===== config.mk =====
export PLATFORM = sky130hd
export DESIGN_NAME = ldbe_ram
export DESIGN_NICKNAME = d
export VERILOG_FILES = /design/src/ldbe_ram.sv
export SDC_FILE = /design/constraint.sdc
export NUM_CORES = 1
export LEC_CHECK = 0
export BUFFER_PORTS_ARGS = -buffer_cell sky130_fd_sc_hd__buf_2
export CAP_MARGIN = 0
export CORE_ASPECT_RATIO = 2
export CORE_MARGIN = 8
export CORE_UTILIZATION = 65
export DETAILED_ROUTE_END_ITERATION = 10
export PLACE_DENSITY_LB_ADDON = 0.08
export SYNTH_ARGS = -nofsm -noshare
export SYNTH_HDL_FRONTEND = slang
export SYNTH_SLANG_ARGS = --single-unit

===== constraint.sdc =====
create_clock -name clk -period 3 [get_ports clk]
set_clock_uncertainty 0.05 [all_clocks]
set_input_delay 0.6 -clock clk [delete_from_list [all_inputs] [get_ports clk]]
set_output_delay 0.6 -clock clk [all_outputs]
set_load 0.02 [all_outputs]

===== src/ldbe_ram.sv =====
// Generic single-port RAM with registered read.
// No dependencies.
`default_nettype none
module ldbe_ram #(
	parameter int Width = 8,
	parameter int Depth = 16
) (
	input  wire logic                     clk,
	input  wire logic                     we,
	input  wire logic [$clog2(Depth)-1:0] addr,
	input  wire logic [Width-1:0]         wdata,
	output logic      [Width-1:0]         rdata
);
	logic [Width-1:0] mem_q [Depth];

	// Write or read one entry a cycle
	always_ff @(posedge clk) begin
		if (we) begin
			mem_q[addr] <= wdata;
		end
		rdata <= mem_q[addr];
	end
endmodule
`default_nettype wire


==> results.tsv <==
metric	value	unit
fin_crit	1.880	ns
syn_avg_cell_area	22.03	µm²
dpl_cell_area	5390	µm²
p_leak	2.039	nW
post_cts_resized	0	
end_kind	register	
synth_cells	230	
clk_latency	0.41	ns
whs_path_depth	1	
path_delay_family	buffers and inverters	
required	3.23	ns
holdPathEnd	mem_q[0][3]$_DFFE_PP_	
synth_seq_area_share	79.01	%
antenna_found_initial	0	
num_io_pins	22	
pre_cts_ws	0.7222	ns
cp-start-kind	input port	
cts_buffer_depth	2	
use_met3	5.223	%
htreeDepth	4	
seq_area	4004	µm²
gr-usage-met2	36.17	%
die_width	78.44	µm
period_share	62.66	%
grt_first_pass_wirelength	15060	µm
track_usage	19.64	%
cts_tree	yes	
worst_slew_pin_slew	0.7220	ns
yosysUniqueCellTypes	18	
globalplace.congestion	0.7818	
worstPathMaxFanout	21	
vias	2357	
synth_fp_nets	244	
grt_pass1_vias	2616	
wl_per_cell	25.59	µm
slew_headroom	51.77	%
yosysWarningCount	0	
final_layout_size_suffix_gt1_share	35.52	%
port_buffers	21	
top_usage_layer	met2	
ant_nets	0	
critical_path.cell_chain	buf_2, buf_12, mux4_2, a22oi_1, nand2_1	
grt_use_met1	19.27	%
reg2regPathDepth	3	
setup_ws	1.120	ns
powerDensity	754.6	nW/µm²
cts_setup_buffers	0	
slowest_delay	0.52	ns
finish.instance_area	6033	µm²
final_nets	291	
postCtsHoldBufs	0	
finalPower	4.553	mW
cp_slowest_cell	mux4_2	
r2r_setup_slack	1.59	ns
worstSetupPathType	in2reg	
cp.buffers_inverters	2	
rows	45	
status	completed	
cp.arrival	2.11	ns
ir_drop	715.4	µV
multiInputGateArea	1003	µm²
dr.pass1.iters	4	
timing_hold_violations_final	0	
area_growth	19.06	%
syn-cell-area	5067	µm²
core	7601	µm²
finalMaxSlewViolations	0	
synth-seq-cells	136	
die_h	140.9	µm
dieArea	11050	µm²
avgViaCountPerCell	6.138	
cts.sinks	136	
rsz0062_at_grt	false	
cap_viol_max_count	0	
drt-initial-drc-count	186	
postRouteWirelength	9827	µm
reg2reg_from	mem_q[3][1]$_DFFE_PP_	
hold_start	wdata[3]	
rr_endpoint	rdata[1]$_DFF_P_	
fmax	532.0	MHz
initial_core_util	66.67	%
clockRootBuffer	clkbuf_16	
fill_cells	382	
diodes	0	
hold_class	in2reg	
setup_viol_count_final	0	
cts_buffers	17	
grt_max_degree	25	
place_hpwl	6444	µm
tns	0	ns
grt.overflow.total	0	
drc_errors	0	
clk_pin_slew_worst_paths	0.06	ns
worst max-delay path by stage:
stage / slack (ns) / cells after the start / to / startpoint
4_1_cts: 1.08 / 5 / rdata[1]$_DFF_P_ / addr[0]
6_report: 1.12 / 5 / rdata[1]$_DFF_P_ / addr[0]
3_5_place_dp: 0.72 / 4 / mem_q[10][1]$_DFFE_PP_ / addr[0]
2_1_floorplan: 0.86 / 2 / mem_q[0][0]$_DFFE_PP_ / addr[2]
5_1_grt: 0.99 / 5 / rdata[1]$_DFF_P_ / addr[0]
3_3_place_gp: 0.77 / 5 / rdata[2]$_DFF_P_ / addr[0]
cell families (layout without fill, tap and decap cells):
| family | count (synthesis) | count (layout) | synth area share [%] |
|---|---|---|---|
| multiplexers | 32 | 32 | 14.22 |
| flip-flops | 136 | 136 | 79.01 |
| AND/OR/NAND/NOR | 35 | 35 | 3.210 |
| buffers and inverters | 11 | 71 | 1.185 |
| AO/OA/AOI/OAI | 16 | 16 | 2.370 |
stage by stage:
stage / util, % / hold slack, ns / instances
after global placement: 70.91 / 0.6001 / 352
final: 79.37 / 0.5254 / 384
after detailed placement: 70.91 / 0.6080 / 352
after floorplan: - / 0.5849 / 230
after CTS: 79.37 / 0.5118 / 384
after global routing: 79.37 / 0.5188 / 384
layout by cell type, fill, tap and decap left out, drive strengths merged:
master | netlist | layout
edfxtp | 128 | 128
buf | 8 | 39
mux4 | 32 | 32
clkbuf | 3 | 18
a22oi | 16 | 16
nor2 | 13 | 13
nand2 | 9 | 9
dfxtp | 8 | 8
clkinv | 0 | 8
bufinv | 0 | 5
nor3 | 4 | 4
nor2b | 2 | 2
nand3b | 2 | 2
nand2b | 2 | 2
and2 | 1 | 1
nand3 | 1 | 1
or3b | 1 | 1
clkinvlp | 0 | 1
final cells by class:
type / count / share of cell area (%)
sequential: 136 / 66.36
multi-input combinational: 83 / 16.63
clock buffer: 18 / 7.279
timing repair buffer: 39 / 4.397
clock inverter: 14 / 3.380
tap: 94 / 1.949
worst register-to-register path: stages (launching register included):
cell and delay (ns):
edfxtp_1 0.37, mux4_2 0.49, a22oi_1 0.26, nand2_1 0.12
synth_stat cells, drive strengths merged:
cell type / count / share of area (%)
mux4: 32 / 14
dfxtp: 8 / 3.2
nor2: 13 / 0.96
nor3: 4 / 0.40
nand2b: 2 / 0.25
clkbuf: 3 / 0.25
or3b: 1 / 0.17
nand2: 9 / 0.67
and2: 1 / 0.12
nand3: 1 / 0.099
edfxtp: 128 / 76
buf: 8 / 0.94
nor2b: 2 / 0.25
a22oi: 16 / 2.4
nand3b: 2 / 0.30
sequential cells by signal, indices dropped and copies added, names as in the netlist:
name / flops
mem_q: 128
rdata: 8
routing by layer:
| layer | wire length, µm | up-vias |
|---|---|---|
| met1 | 3339 | 1209 |
| met3 | 360 | 15 |
| met5 | 0 | - |
| li1 | - | 1056 |
| met4 | 229 | 0 |
| met2 | 5896 | 77 |
power by group:
part           total [mW]  internal [mW]  switching, mW  leakage [nW]
clock                2.20           1.49          0.719         0.317
sequential           2.14           2.13         0.0134          1.22
combinational       0.209         0.0852          0.124         0.498
total                4.55           3.70          0.856          2.04
Power figures use the tool's default switching activity.
