===== src/ldbe_pkg.sv =====
// Package for the landmark distance bound engine: widths, codes, payload types.
// No dependencies.
`default_nettype none
package ldbe_pkg;
	localparam int NumLm    = 16;
	localparam int LmBits   = $clog2(NumLm);
	localparam int VtxBits  = 12;
	localparam int DistBits = 31;
	localparam int AddrBits = LmBits + VtxBits;
	localparam int CfgBits  = LmBits + 1;

	typedef enum logic [1:0] {
		OP_LOAD   = 2'd0,
		OP_SELECT = 2'd1,
		OP_QUERY  = 2'd2,
		OP_NONE   = 2'd3
	} opcode_t;

	typedef enum logic [0:0] {
		CFG_LANDMARK_COUNT = 1'b0,
		CFG_ACTIVE_COUNT   = 1'b1
	} cfg_index_t;

	typedef enum logic [2:0] {
		ST_IDLE,
		ST_READ,
		ST_WAIT,
		ST_SORT,
		ST_FILL,
		ST_DONE
	} state_t;

	typedef struct packed {
		logic [1:0]          opcode;
		logic [LmBits-1:0]   landmark_index;
		logic [VtxBits-1:0]  vertex_a;
		logic [VtxBits-1:0]  vertex_b;
		logic [DistBits-1:0] distance_value;
	} in_item_t;

	typedef struct packed {
		logic [DistBits-1:0] bound_value;
		logic [1:0]          item_kind;
	} out_item_t;
endpackage
`default_nettype wire


===== src/ldbe_ctrl.sv =====
// Sequencer for the landmark distance bound engine: two banked table reads per
// landmark, select sort, active list fill and query max. Uses ldbe_pkg.
`default_nettype none
module ldbe_ctrl (
	input  wire logic                               clk,
	input  wire logic                               arst_n,
	input  wire logic                               start,
	input  wire ldbe_pkg::in_item_t                 item,
	input  wire logic [ldbe_pkg::CfgBits-1:0]       landmark_count,
	input  wire logic [ldbe_pkg::CfgBits-1:0]       active_count,
	output logic                                    busy,
	output logic                                    done,
	output ldbe_pkg::out_item_t                     result,
	output logic                                    tab_we,
	output logic [ldbe_pkg::AddrBits-1:0]           tab_addr,
	output logic [ldbe_pkg::DistBits-1:0]           tab_wdata,
	input  wire logic [ldbe_pkg::DistBits-1:0]      rd_a,
	input  wire logic [ldbe_pkg::DistBits-1:0]      rd_b
);
	import ldbe_pkg::*;

	state_t state_q, state_d;
	in_item_t item_q;
	logic [CfgBits-1:0] eff_l, eff_n;
	logic [CfgBits-1:0] cnt_q;
	logic [LmBits-1:0] lm_sel;
	logic [DistBits-1:0] gap;
	logic [DistBits-1:0] bound_q;
	logic [DistBits-1:0] score_q [NumLm];
	logic [LmBits-1:0] order_q [NumLm];
	logic [LmBits-1:0] act_q [NumLm];
	logic [CfgBits-1:0] last;
	logic [LmBits-1:0] pick_idx;

	// Clamp configuration where it is used
	always_comb begin
		eff_l = landmark_count;
		if (landmark_count == '0) eff_l = CfgBits'(1);
		else if (landmark_count > CfgBits'(NumLm)) eff_l = CfgBits'(NumLm);
		eff_n = active_count;
		if (active_count == '0) eff_n = CfgBits'(1);
		else if (active_count > eff_l) eff_n = eff_l;
	end

	// Query walks the active list, select walks landmarks in order
	assign lm_sel = (item_q.opcode == OP_QUERY) ? act_q[cnt_q[LmBits-1:0]] : cnt_q[LmBits-1:0];
	assign gap = (rd_a > rd_b) ? rd_a - rd_b : rd_b - rd_a;
	assign last = (item_q.opcode == OP_QUERY) ? eff_n : eff_l;

	// Table port shares both vertex reads: banked by the top level on vertex, two RAMs
	always_comb begin
		tab_we = 1'b0;
		tab_addr = {lm_sel, item_q.vertex_a};
		tab_wdata = item_q.distance_value;
		if (state_q == ST_IDLE) begin
			tab_we = start && (item.opcode == OP_LOAD);
			tab_addr = {item.landmark_index, item.vertex_a};
			tab_wdata = item.distance_value;
		end
	end

	// Next state
	always_comb begin
		state_d = state_q;
		case (state_q)
			ST_IDLE: if (start) begin
				if (item.opcode == OP_SELECT || item.opcode == OP_QUERY) state_d = ST_READ;
				else state_d = ST_DONE;
			end
			ST_READ: state_d = ST_WAIT;
			ST_WAIT: state_d = ST_SORT;
			ST_SORT: begin
				if (cnt_q + CfgBits'(1) < last) state_d = ST_READ;
				else if (item_q.opcode == OP_SELECT) state_d = ST_FILL;
				else state_d = ST_DONE;
			end
			ST_FILL: if (cnt_q + CfgBits'(1) >= eff_n) state_d = ST_DONE;
			ST_DONE: state_d = ST_IDLE;
			default: state_d = ST_IDLE;
		endcase
	end

	// Outputs
	always_comb begin
		busy = (state_q != ST_IDLE);
		done = (state_q == ST_DONE);
		result.item_kind = item_q.opcode;
		result.bound_value = (item_q.opcode == OP_QUERY) ? bound_q : '0;
	end

	// Alternate picks from the top and bottom of the order
	always_comb begin
		if (!cnt_q[0]) pick_idx = cnt_q[LmBits:1];
		else pick_idx = LmBits'(eff_l - CfgBits'(1) - CfgBits'(cnt_q[CfgBits-1:1]));
	end

	always_ff @(posedge clk or negedge arst_n) begin
		if (!arst_n) begin
			state_q <= ST_IDLE;
			cnt_q <= '0;
			for (int i = 0; i < NumLm; i++) act_q[i] <= '0;
		end else begin
			state_q <= state_d;
			if (state_q == ST_IDLE || (state_q == ST_SORT && state_d != ST_READ)) begin
				cnt_q <= '0;
			end else if (state_q == ST_SORT || state_q == ST_FILL) begin
				cnt_q <= cnt_q + CfgBits'(1);
			end
			if (state_q == ST_FILL) act_q[cnt_q[LmBits-1:0]] <= order_q[pick_idx];
		end
	end

	// Payload: capture item, accumulate max, insert into sorted order
	always_ff @(posedge clk) begin
		if (state_q == ST_IDLE && start) begin
			item_q <= item;
			bound_q <= '0;
		end
		if (state_q == ST_SORT) begin
			if (gap > bound_q) bound_q <= gap;
			// Landmark index cnt always beats equal scores already placed
			for (int j = 0; j < NumLm; j++) begin
				if (CfgBits'(j) <= cnt_q) begin
					if (CfgBits'(j) == cnt_q) begin
						if (j == 0 || score_q[(j == 0) ? 0 : j-1] > gap) begin
							score_q[j] <= gap;
							order_q[j] <= cnt_q[LmBits-1:0];
						end else begin
							score_q[j] <= score_q[j-1];
							order_q[j] <= order_q[j-1];
						end
					end else if (score_q[j] <= gap) begin
						if (j == 0 || score_q[(j == 0) ? 0 : j-1] > gap) begin
							score_q[j] <= gap;
							order_q[j] <= cnt_q[LmBits-1:0];
						end else begin
							score_q[j] <= score_q[j-1];
							order_q[j] <= order_q[j-1];
						end
					end
				end
			end
		end
	end
endmodule
`default_nettype wire


===== config.mk =====
export PLATFORM = sky130hd
export DESIGN_NAME = ldbe_ctrl
export DESIGN_NICKNAME = d
export VERILOG_FILES = /design/src/ldbe_pkg.sv /design/src/ldbe_ctrl.sv
export SDC_FILE = /design/constraint.sdc
export NUM_CORES = 2
export LEC_CHECK = 0
export ABC_AREA = 1
export ABC_CLOCK_PERIOD_IN_PS = 6010
export BUFFER_PORTS_ARGS = -buffer_cell sky130_fd_sc_hd__buf_2
export CAP_MARGIN = 40
export CORE_ASPECT_RATIO = 0.6
export CORE_MARGIN = 2
export CORE_UTILIZATION = 55
export DETAILED_ROUTE_END_ITERATION = 12
export PLACE_DENSITY_LB_ADDON = 0.25
export SLEW_MARGIN = 10
export SYNTH_ARGS = -nofsm -noshare
export SYNTH_HDL_FRONTEND = slang
export SYNTH_SLANG_ARGS = --single-unit

===== constraint.sdc =====
create_clock -name clk -period 6.01 [get_ports clk]
set_clock_uncertainty 0.1 [all_clocks]
set_input_delay 1.5025 -clock clk [delete_from_list [all_inputs] [get_ports clk]]
set_output_delay 1.5025 -clock clk [all_outputs]
set_load 0.01 [all_outputs]

==> reports/summary.json <==
{
  "tightest_pin_transition_ns": 0.8059,
  "clk_root_buf": "clkbuf_16",
  "floorplan.die_area_sq_mm": 0.09435,
  "ys_dominant_reg_cell": "edfxtp_1",
  "yosysSeqAreaShare": 0.4077,
  "netlist_instances": 6505,
  "drtIter0Drc": 5981,
  "met2_usage": 0.4769,
  "initial_util": 0.5529,
  "mean_post_synth_cell_area_sq_um": 7.764,
  "min_period_over_period": 0.9744,
  "timing.critical_path.from": "rd_a[8]",
  "cts-htree-levels": 3,
  "io_pins": 219,
  "mappedNetlistArea_sq_mm": 0.05051,
  "worst-path-max-fanout": 24,
  "leakagePower_nw": 30.07,
  "critPathMostFrequentCell": "nand2_1",
  "netlist_top_cells_area": "edfxtp_1 (36%), nand2_1 (18%), ha_1 (15%)",
  "cts.path.max_buffers": 3,
  "synth_cell_types": 50,
  "rsz0062_at_grt": "true",
  "chipWidth_um": 395.2,
  "clkSinkCount": 708,
  "detailroute.via_count": 47886,
  "ctsHoldBuffers": 0,
  "critical_path_class": "primary input to flop",
  "routedWlPerCell_um": 19.31,
  "worst_skew_pair.late_latency_ns": 0.67,
  "grtUsageMet3": 0.1060,
  "num_rows": 86,
  "grt_pass1_vias": 44272,
  "slowest_delay_ns": 0.50,
  "dp_worst_setup_slack_ns": -0.5314,
  "placeable_core_region_sq_mm": 0.09136,
  "syn-num-nets": 7254,
  "post-route-util": 0.6589,
  "grt_first_pass_wirelength_mm": 252.8,
  "worst_ir_drop_vdd_v": 0.0003139,
  "grt_antenna_before_repair": 1,
  "synth_seq_cells": 708,
  "relSlewSlack": 0.4621,
  "min-delay-start": "bound_q[23]",
  "flow.area_growth_from_synthesis_pct": 19.17,
  "synth_top_area_frac": 0.3597,
  "final-hold-violation-count": 0,
  "postLayoutSetupSlackWorst_ns": 0.1539,
  "cp.arrival_ns": 6.14,
  "max_clock_freq_ghz": 0.1708,
  "cp-end-kind": "flop",
  "ant_nets": 0,
  "critical_path.reg2reg.startpoint": "cnt_q[1]",
  "wirelength_mm": 163.6,
  "largest_area_contributor_in_the_netlist": "edfxtp_1",
  "cts_tree": "built",
  "place.port_buffers": 206,
  "routabilityCongestion": 1.002,
  "clk_pin_slew_worst_paths_ns": 0.07,
  "hpwlAfterDp_mm": 129.2,
  "routing_usage_on_met1": 0.5239,
  "firstDrtPassIters": 6,
  "globalRouteOverflowTotal": 0,
  "track_usage": 0.3439,
  "finalSetupViolCount": 0,
  "drt_drc_violations_left": 0,
  "drv_cap": 0,
  "cts_inserted_buffers": 71,
  "final.min_clock_period_ns": 5.856,
  "ys_async_sr_fraction": 0.1017,
  "grt_max_degree": 65,
  "die_height_um": 238.7,
  "status": "finished clean",
  "cp_data_required_time_ns": 6.30,
  "vias_per_cell": 5.652,
  "power.density_mw_per_mm2": 381.5,
  "slew_viol_final": 0,
  "hold_class": "flop to flop",
  "crit_path_top_delay_cell": "nor4_2",
  "drive_above_1_share": 0.1476,
  "grt.busiest_layer": "met1",
  "synth-edff-count": 605,
  "yosysWarnings": 0,
  "start_kind": "primary input",
  "final_net_count": 7933
}
final timing paths:
| path | endpoint | slack, ns | cells past startpoint |
|---|---|---|---|
| min in group asynchronous | state_q[0] | 0.61 | 1 |
| worst min-delay path | bound_q[23] | 0.39 | 2 |
| worst max register to register | act_q[53] | 1.59 | 12 |
| worst max-delay path | score_q[0][93] | 0.15 | 29 |
| worst min register to register | bound_q[23] | 0.39 | 2 |
| max in group asynchronous | act_q[22] | 4.10 | 2 |
registers in the layout, summed over array words and instances, names as in the netlist:
| signal | flops |
|---|---|
| state_q | 3 |
| result | 2 |
| act_q | 64 |
| cnt_q | 5 |
| bound_q | 31 |
| item_q | 43 |
| order_q | 64 |
| score_q | 496 |
cell usage after synthesis, types with 5 or more instances:
| master | n |
|---|---|
| nor4_1 | 6 |
| nand3_1 | 654 |
| buf_6 | 16 |
| o2111ai_1 | 5 |
| xnor2_1 | 8 |
| nand2_2 | 35 |
| inv_2 | 20 |
| o21ai_0 | 195 |
| buf_1 | 9 |
| nand2_1 | 2442 |
| a31oi_1 | 67 |
| o211ai_1 | 7 |
| inv_1 | 609 |
| o21a_1 | 6 |
| nor2_1 | 416 |
| clkbuf_1 | 128 |
| nand2_4 | 11 |
| ha_1 | 610 |
| dfxtp_1 | 31 |
| xor2_1 | 25 |
| a21oi_1 | 253 |
| o22ai_1 | 5 |
| inv_4 | 10 |
| dfrtp_1 | 72 |
| o21bai_1 | 10 |
| buf_4 | 15 |
| nor3_1 | 29 |
| edfxtp_1 | 605 |
| nand4_1 | 66 |
| a21o_1 | 28 |
| buf_2 | 69 |
layer usage:
| metal | routed length, um | vias to the layer above |
|---|---|---|
| met2 | 64330 | 2565 |
| met5 | 0 | - |
| li1 | - | 22923 |
| met4 | 2771 | 0 |
| met1 | 73270 | 22200 |
| met3 | 23250 | 198 |
stage by stage:
| step | cell area, sq um | hold WS (ns) | instances | power [W] | setup TNS (ns) |
|---|---|---|---|---|---|
| floorplan | 50530 | 0.3196 | 6505 | 0.01342 | 0 |
| global placement | 57740 | 0.3566 | 8341 | 0.01751 | -104.12 |
| detailed placement | 57780 | 0.3713 | 8343 | 0.01794 | -175.78 |
| CTS | 60150 | 0.3852 | 8470 | 0.02266 | 0 |
| global route | 60190 | 0.4040 | 8471 | 0.02435 | -0.005422 |
| finish | 60190 | 0.3857 | 8472 | 0.02296 | 0 |
logic make-up (layout without fill, tap and decap cells):
family          after synthesis  after routing  share of synthesized area
simple gates               3680           3680                     0.2993
buf+inv                     881           1614                    0.07125
flops                       708            708                     0.4077
fa+ha+maj                   613            613                     0.1523
compound gates              590            590                    0.06374
xor+xnor                     33             33                   0.005723
other cells                   0              2                          0
power breakdown:
| group | internal [W] | switching [W] | total [W] | leakage, nW |
|---|---|---|---|---|
| clock | 0.00267 | 0.00204 | 0.00472 | 1.17 |
| sequential | 0.00659 | 0.000471 | 0.00706 | 6.44 |
| combinational | 0.00383 | 0.00736 | 0.0112 | 22.5 |
| total | 0.0131 | 0.00987 | 0.0230 | 30.1 |
worst max-delay path, delay by kind of cell:
family,cells,cell delay [ns]
adder cells (fa/ha/maj),2,0.65
AO/OA/AOI/OAI,2,0.12
buffers and inverters,10,1.53
AND/OR/NAND/NOR,15,2.28
cells in the final DEF (no fill, tap or decap), types with 29 or more instances in the layout:
master	n
edfxtp_1	605
nand3_1	654
buf_2	206
nand2_2	50
inv_1	608
nand4_1	66
a21oi_1	252
o21ai_0	194
dfxtp_1	31
nor3_1	29
nand2_1	2426
buf_4	560
a31oi_1	66
buf_12	80
dfrtp_1	71
ha_1	610
clkbuf_16	75
nor2_1	414
final cells by class:
| cell class | count | area [sq um] |
|---|---|---|
| clock buffers | 95 | 2022 |
| clock inverters | 32 | 347.8 |
| multi-input cells | 4916 | 26420 |
| well taps | 1232 | 1541 |
| flip-flops and latches | 708 | 20590 |
| repair buffers | 846 | 6837 |
| fillers | 7642 | 31160 |
| inverters | 641 | 2431 |
| diodes | 2 | 5.005 |
repair_timing:
action	4_1_cts	5_1_grt
endpoints found under the setup margin	0	218
resized for setup	0	9
setup buffers	0	0
Note: power is estimated with default switching activity, not from simulation.
